## src/ffa_pkg.sv

```systemverilog
// shared types and constants of the first-fit aligned range allocator
`default_nettype none

package ffa_pkg;

  localparam int unsigned MAX_RANGES = 64;
  localparam int unsigned CNT_W      = $clog2(MAX_RANGES + 1);
  localparam int unsigned ADDR_W     = 32;
  localparam int unsigned END_W      = ADDR_W + 1;
  localparam int unsigned CAND_W     = ADDR_W + 3;

  localparam logic [ADDR_W-1:0] PAGE_SIZE_RST = 32'd16777216;

  localparam logic CMD_ALLOC = 1'b0;
  localparam logic CMD_FREE  = 1'b1;

  typedef enum logic [2:0] {
    ST_ALLOCATED = 3'd0,
    ST_NO_SPACE  = 3'd1,
    ST_FREED     = 3'd2,
    ST_NOT_FOUND = 3'd3,
    ST_FULL      = 3'd4
  } ffa_status_e;

  typedef enum logic [2:0] {
    S_IDLE,
    S_CAND,
    S_FIT,
    S_SEL,
    S_DONE
  } ffa_state_e;

  typedef struct packed {
    logic calc_cand;
    logic calc_fit;
    logic shift_ins;
    logic shift_rem;
  } ffa_ctl_t;

endpackage

`default_nettype wire

```

## src/ffa_cell.sv

```systemverilog
// one table entry cell: holds a range, checks its gap, shifts on insert or remove
`default_nettype none

module ffa_cell (
  input  wire                          clk_i,
  input  ffa_pkg::ffa_ctl_t            ctl_i,
  input  wire                          valid_i,
  input  wire                          tail_i,
  input  wire                          sel_i,
  input  wire                          above_i,
  input  wire  [ffa_pkg::END_W-1:0]    prev_end_i,
  input  wire  [ffa_pkg::ADDR_W-1:0]   left_start_i,
  input  wire  [ffa_pkg::ADDR_W-1:0]   left_len_i,
  input  wire  [ffa_pkg::END_W-1:0]    left_end_i,
  input  wire  [ffa_pkg::ADDR_W-1:0]   right_start_i,
  input  wire  [ffa_pkg::ADDR_W-1:0]   right_len_i,
  input  wire  [ffa_pkg::END_W-1:0]    right_end_i,
  input  wire  [ffa_pkg::ADDR_W-1:0]   new_start_i,
  input  wire  [ffa_pkg::ADDR_W-1:0]   new_len_i,
  input  wire  [ffa_pkg::END_W-1:0]    new_end_i,
  input  wire  [ffa_pkg::ADDR_W-1:0]   req_size_i,
  input  wire  [ffa_pkg::ADDR_W-1:0]   align_mask_i,
  input  wire  [ffa_pkg::ADDR_W-1:0]   free_off_i,
  input  wire  [ffa_pkg::ADDR_W-1:0]   page_size_i,
  output logic [ffa_pkg::ADDR_W-1:0]   start_o,
  output logic [ffa_pkg::ADDR_W-1:0]   len_o,
  output logic [ffa_pkg::END_W-1:0]    end_o,
  output logic [ffa_pkg::CAND_W-1:0]   cand_o,
  output logic                         fit_o,
  output logic                         match_o
);
  import ffa_pkg::*;

  logic [ADDR_W-1:0] start_q, start_d;
  logic [ADDR_W-1:0] len_q, len_d;
  logic [END_W-1:0]  end_q, end_d;
  logic [CAND_W-1:0] cand_q, cand_d, cand_sum, mask_ext, need;
  logic              fit_q, fit_d;
  logic              match_q, match_d;

  // round the previous range end up to the alignment
  assign mask_ext = {{(CAND_W-ADDR_W){1'b0}}, align_mask_i};
  assign cand_sum = {{(CAND_W-END_W){1'b0}}, prev_end_i} + mask_ext;
  assign cand_d   = cand_sum & ~mask_ext;
  assign match_d  = valid_i && (start_q == free_off_i) && (len_q == req_size_i);
  assign need     = cand_q + {{(CAND_W-ADDR_W){1'b0}}, req_size_i};

  always_comb begin
    if (valid_i) begin
      fit_d = need <= {{(CAND_W-ADDR_W){1'b0}}, start_q};
    end else if (tail_i) begin
      fit_d = need <= {{(CAND_W-ADDR_W){1'b0}}, page_size_i};
    end else begin
      fit_d = 1'b0;
    end
  end

  always_comb begin
    start_d = start_q;
    len_d   = len_q;
    end_d   = end_q;
    if (ctl_i.shift_ins) begin
      if (above_i) begin
        start_d = left_start_i;
        len_d   = left_len_i;
        end_d   = left_end_i;
      end else if (sel_i) begin
        start_d = new_start_i;
        len_d   = new_len_i;
        end_d   = new_end_i;
      end
    end else if (ctl_i.shift_rem) begin
      if (above_i || sel_i) begin
        start_d = right_start_i;
        len_d   = right_len_i;
        end_d   = right_end_i;
      end
    end
  end

  always_ff @(posedge clk_i) begin
    start_q <= start_d;
    len_q   <= len_d;
    end_q   <= end_d;
    if (ctl_i.calc_cand) begin
      cand_q  <= cand_d;
      match_q <= match_d;
    end
    if (ctl_i.calc_fit) begin
      fit_q <= fit_d;
    end
  end

  assign start_o = start_q;
  assign len_o   = len_q;
  assign end_o   = end_q;
  assign cand_o  = cand_q;
  assign fit_o   = fit_q;
  assign match_o = match_q;

endmodule

`default_nettype wire

```

## config.mk

```make
export PLATFORM = sky130hd
export DESIGN_NAME = ffa_cell
export DESIGN_NICKNAME = d
export VERILOG_FILES = /design/src/ffa_pkg.sv /design/src/ffa_cell.sv
export SDC_FILE = /design/constraint.sdc
export NUM_CORES = 1
export LEC_CHECK = 0
export BUFFER_PORTS_ARGS = -buffer_cell sky130_fd_sc_hd__buf_2
export CORE_AREA = 10 10 226 228
export DETAILED_ROUTE_END_ITERATION = 6
export DIE_AREA = 0 0 236 238
export SLEW_MARGIN = 20
export SYNTH_ARGS = -nofsm -noshare
export SYNTH_HDL_FRONTEND = slang
export SYNTH_SLANG_ARGS = --single-unit
```

## constraint.sdc

```tcl
create_clock -name clk_i -period 4.65 [get_ports clk_i]
set_input_delay 0.465 -clock clk_i [delete_from_list [all_inputs] [get_ports clk_i]]
set_output_delay 0.465 -clock clk_i [all_outputs]
set_load 0.05 [all_outputs]
```

==> impl_summary.md <==
STA
After routing, the total negative slack on setup checks comes to 0 ns. The worst-case hold slack is approximately 0.2 ns. The number of endpoints with negative hold slack in the final report is 0. At the pin with the least slew margin, the transition time is 0.934 ns. The maximum clock skew at final layout is about 0.015 ns. The number of setup violations in the final report is 0. The post-route clock period utilization is 96.3%. The achievable clock frequency is about 0.22 GHz.

The final count of pins violating max slew came to 0. The relative slew slack is a little under two fifths. The routed design could run at a clock period as short as 4.48 ns.

Yosys
The synthesized netlist devotes 17.4% of its cell area to compound gates. The synthesized netlist devotes a little over an eighth of its cell area to adder and majority cells. Counting flops with a built-in enable in the synthesized netlist gives between 100 and 150. In the synthesized netlist the async set-or-reset flop fraction comes to 0%. The post-synthesis area per instance is 9.08 sq um. Sequential elements use 33.4% of the synthesized area. The synthesized netlist contains 66 unique library cells.

When the netlist entered floorplanning its net count stood at about 1900. The simple-gate portion of the synthesized area is between 10% and 20%. The largest family of logic cells by synthesized area is compound AO/OA/AOI/OAI gates. After synthesis, the share of cell area in mux cells is under 10%. The most common flop cell mapped by yosys is sky130_fd_sc_hd__edfxtp_1. After synthesis the netlist holds a flip-flop and latch count of 133. The xor/xnor cell area share of the yosys netlist is 7.47%. The cell area after synthesis is 12000 sq um. The number of warnings printed during yosys synthesis is 0. Synthesis handed over a netlist of roughly 1300 instances.

Worst setup path
For this run, the slowest stage of the critical path takes 0.41 ns. The cell with the biggest individual delay on the critical path is sky130_fd_sc_hd__edfxtp_1. The critical-path maximum fanout is 3.

The worst-case register-to-register setup slack is ~0.17 ns. The launching element type of the critical path is a flip-flop. For the worst setup path, the data required time is 4.96 ns. The worst setup path is captured at a flip-flop. Data arrives at the worst endpoint at about 4.8 ns. Traced cell by cell, the critical path runs through ha_1 > o21ai_0 > o21ai_2 > and3_2 > nor4_4 > nor2_2 > o41ai_4 > o21ai_0 > xor2_1 > ha_1 > nand4_1 > or3_4 > nor4_4 > a21oi_1 > o21ai_1 > nand4_1 > nor4_2. The path type of the worst setup path is flip-flop to flip-flop.

Clocking
The longest clock path from root to sink contains 2 buffers. The H-tree level count is 4. TritonCTS built the clock tree. The tree is rooted in a sky130_fd_sc_hd__clkbuf_16.

Counting every sink on the clock net gives approximately 130. The number of hold buffers added after cts is 0. The post-CTS clock slew at the launch and capture registers of the worst setup and hold paths is 0.06 ns. Clock latency on the worst-skew pair, taken at its later pin, is 0.49 ns. The total clock buffers created by CTS is 17.

Placement
The last weighted congestion value of the routability-driven placer is about 0.94. The detailed-placement wirelength estimate is 53.9 mm. During placement, the flow inserted port buffers numbering 593. Once placement finished, the instance area stood at 16000 sq um.

Global route
The number of global-route vias before repair came to ~13000. The remaining global-route overflow is 0. Global routing used roughly a fifth of the available tracks. The initial antenna violation count came to 11. Entering global routing, the biggest net connects 105 pins. The first-pass GRT wire length is about 87 mm.

Status
The flow ran to the end, and the final reports show no timing, DRC or antenna violations.

Layout
The library cells used most frequently in the layout, excluding fill and tap cells, are 591 x sky130_fd_sc_hd__buf_2, 167 x sky130_fd_sc_hd__a21oi_1, 160 x sky130_fd_sc_hd__nor2_1, 133 x sky130_fd_sc_hd__edfxtp_1, 126 x sky130_fd_sc_hd__ha_1. The layout net count is roughly 2500. The most common cell after layout, fill and taps aside is sky130_fd_sc_hd__buf_2.

The growth of design area from synthesis to finish is 39.7%. The total non-filler cell area in the finished layout is between 15000 and 20000 sq um. Counting the fill cells in the layout gives around 4800.

The end-of-flow core utilization is between 30% and 40%. The fraction of final layout cells sized beyond drive strength 1 is between 30% and 40%.

Floorplan
The top-level port count is ~600. For this configuration, the core starts out at a cell density of between 20% and 30%. The height of the die is 238 um. The area enclosed by the die boundary is roughly 56000 sq um. The horizontal die dimension is about 240 um. In this run the core area contains just under 80 standard-cell rows. The core region area is around 46000 sq um.

Flow run
The tool flagged a number of max-cap violations equal to 0.

Power
Across the VDD grid, the largest voltage drop is ~0.25 mV. Of the total power, combinational logic draws 48.9%. Sequential cells account for 28.6% of the total power. The completed layout was analyzed and its total power is slightly below 6 mW. For this design the total switching power over the nets is 2.53 mW. The total internal power is ~3.3 mW. Summed over all cells, the static leakage comes to approximately 8 nW. The switching power as a share of total power is 43.6%. The total power per unit cell area is 347 nW/um^2. The clock network fraction of design power is between 20 and 25%.

Route
The routed length per instance is 23.8 um. The total detailed-routing wirelength is between 60 and 70 mm. After detailed routing, the number of remaining DRC violations is 0. The first routing iteration left between 700 and 800 violations. The final route contains approximately 13000 vias. The number of optimization iterations in the first detailed-route pass is 5. After detailed routing, the number of vias per cell comes to 4.87. The remaining antenna violation count after routing is 0.

Hold path
The class of the tightest hold or removal check is input port to flip-flop.
cell type report:
class | count | area, sq um | area share (%)
antenna | 8 | 20.0 | 0.120
clock buffer | 19 | 433 | 2.59
clock inverter | 13 | 109 | 0.652
inverter | 104 | 390 | 2.34
multi-input combinational | 1039 | 7530 | 45.1
sequential | 133 | 3990 | 23.9
tap | 607 | 759 | 4.55
timing repair buffer | 655 | 3470 | 20.8
worst max-delay path: cells and delay by family (launching register included):
family	cells	cell delay (ns)
compound gates	6	1.17
xor+xnor	1	0.18
fa+ha+maj	2	0.63
flops	1	0.41
simple gates	8	1.89
cell families (layout without fill, tap and decap cells):
| logic type | count (synthesis) | count (layout) |
|---|---|---|
| buffers and inverters | 145 | 791 |
| flip-flops | 133 | 133 |
| AND/OR/NAND/NOR | 366 | 366 |
| multiplexers | 103 | 103 |
| other | 1 | 9 |
| XOR/XNOR | 102 | 102 |
| AO/OA/AOI/OAI | 338 | 338 |
| adder cells (fa/ha/maj) | 129 | 129 |
timing repair:
item                       4_1_cts  5_1_grt
setup endpoints to repair        1        1
gates resized for setup          3       23
setup buffers                    0        1
pin swaps                        0        4
metrics by stage:
| step | setup WS, ns | cells |
|---|---|---|
| detailed placement | -0.299 | 2537 |
| global route | -0.0149 | 2573 |
| global placement | -0.171 | 2537 |
| finish | 0.173 | 2578 |
| CTS | 0.0481 | 2569 |
| floorplan | 0.270 | 1317 |
registers in the layout (all words and copies together), names as in the netlist:
| register | count |
|---|---|
| start_o | 32 |
| match_o | 1 |
| fit_o | 1 |
| len_o | 32 |
| end_o | 33 |
| cand_o | 34 |
per-layer routing:
metal  part of all wire, %  track usage (%)  wire length, um
met1                    43             25.4            26600
met2                    48             35.3            29500
met3                   6.4             6.10             3910
met4                   1.9             6.45             1150
met5                 0.082                0               50
cells in the mapped netlist, types with 3 or more instances:
master	number	area share, %
sky130_fd_sc_hd__nor3_1	24	1.0
sky130_fd_sc_hd__nor3b_1	4	0.25
sky130_fd_sc_hd__inv_1	104	3.3
sky130_fd_sc_hd__mux2i_1	102	8.5
sky130_fd_sc_hd__o211ai_1	8	0.50
sky130_fd_sc_hd__a2111oi_0	3	0.22
sky130_fd_sc_hd__ha_1	127	13
sky130_fd_sc_hd__nand3_1	27	1.1
sky130_fd_sc_hd__a21o_1	34	2.1
sky130_fd_sc_hd__or4_1	3	0.19
sky130_fd_sc_hd__o21a_1	9	0.57
sky130_fd_sc_hd__o21ai_0	44	1.8
sky130_fd_sc_hd__edfxtp_1	133	33
sky130_fd_sc_hd__nand2b_1	13	0.68
sky130_fd_sc_hd__a211o_1	4	0.29
sky130_fd_sc_hd__a31oi_1	7	0.37
sky130_fd_sc_hd__o22ai_1	4	0.21
sky130_fd_sc_hd__xnor2_1	73	5.3
sky130_fd_sc_hd__buf_1	14	0.44
sky130_fd_sc_hd__a21boi_0	3	0.19
sky130_fd_sc_hd__a21oi_1	169	7.1
sky130_fd_sc_hd__a22oi_1	3	0.19
sky130_fd_sc_hd__or3_1	5	0.26
sky130_fd_sc_hd__nand4_1	28	1.5
sky130_fd_sc_hd__and3_1	14	0.73
sky130_fd_sc_hd__clkbuf_1	25	0.79
sky130_fd_sc_hd__nor4b_1	6	0.44
sky130_fd_sc_hd__xor2_1	29	2.1
sky130_fd_sc_hd__a211oi_1	10	0.63
sky130_fd_sc_hd__nor2_1	161	5.1
sky130_fd_sc_hd__o21bai_1	14	0.88
sky130_fd_sc_hd__and2_1	5	0.26
sky130_fd_sc_hd__nor2b_1	10	0.52
sky130_fd_sc_hd__nor4_1	15	0.79
sky130_fd_sc_hd__nand2_1	42	1.3
path summary, 6_finish.rpt:
| kind | start | to | cells past startpoint |
|---|---|---|---|
| worst min register to register | len_o[31] | match_o | 4 |
| worst max register to register | cand_o[2] | fit_o | 17 |
| worst max-delay path | cand_o[2] | fit_o | 17 |
| worst min-delay path | ctl_i[2] | fit_o | 1 |
power by group through the flow:
stage	registers (mW)	clock network, mW	logic [mW]
global placement	1.68	0	2.76
floorplan	2.14	0	1.22
global route	1.67	1.39	3.09
detailed placement	1.68	0	2.80
finish	1.65	1.31	2.83
CTS	1.66	1.36	2.81
No activity file was read; power rests on OpenSTA's default activity.
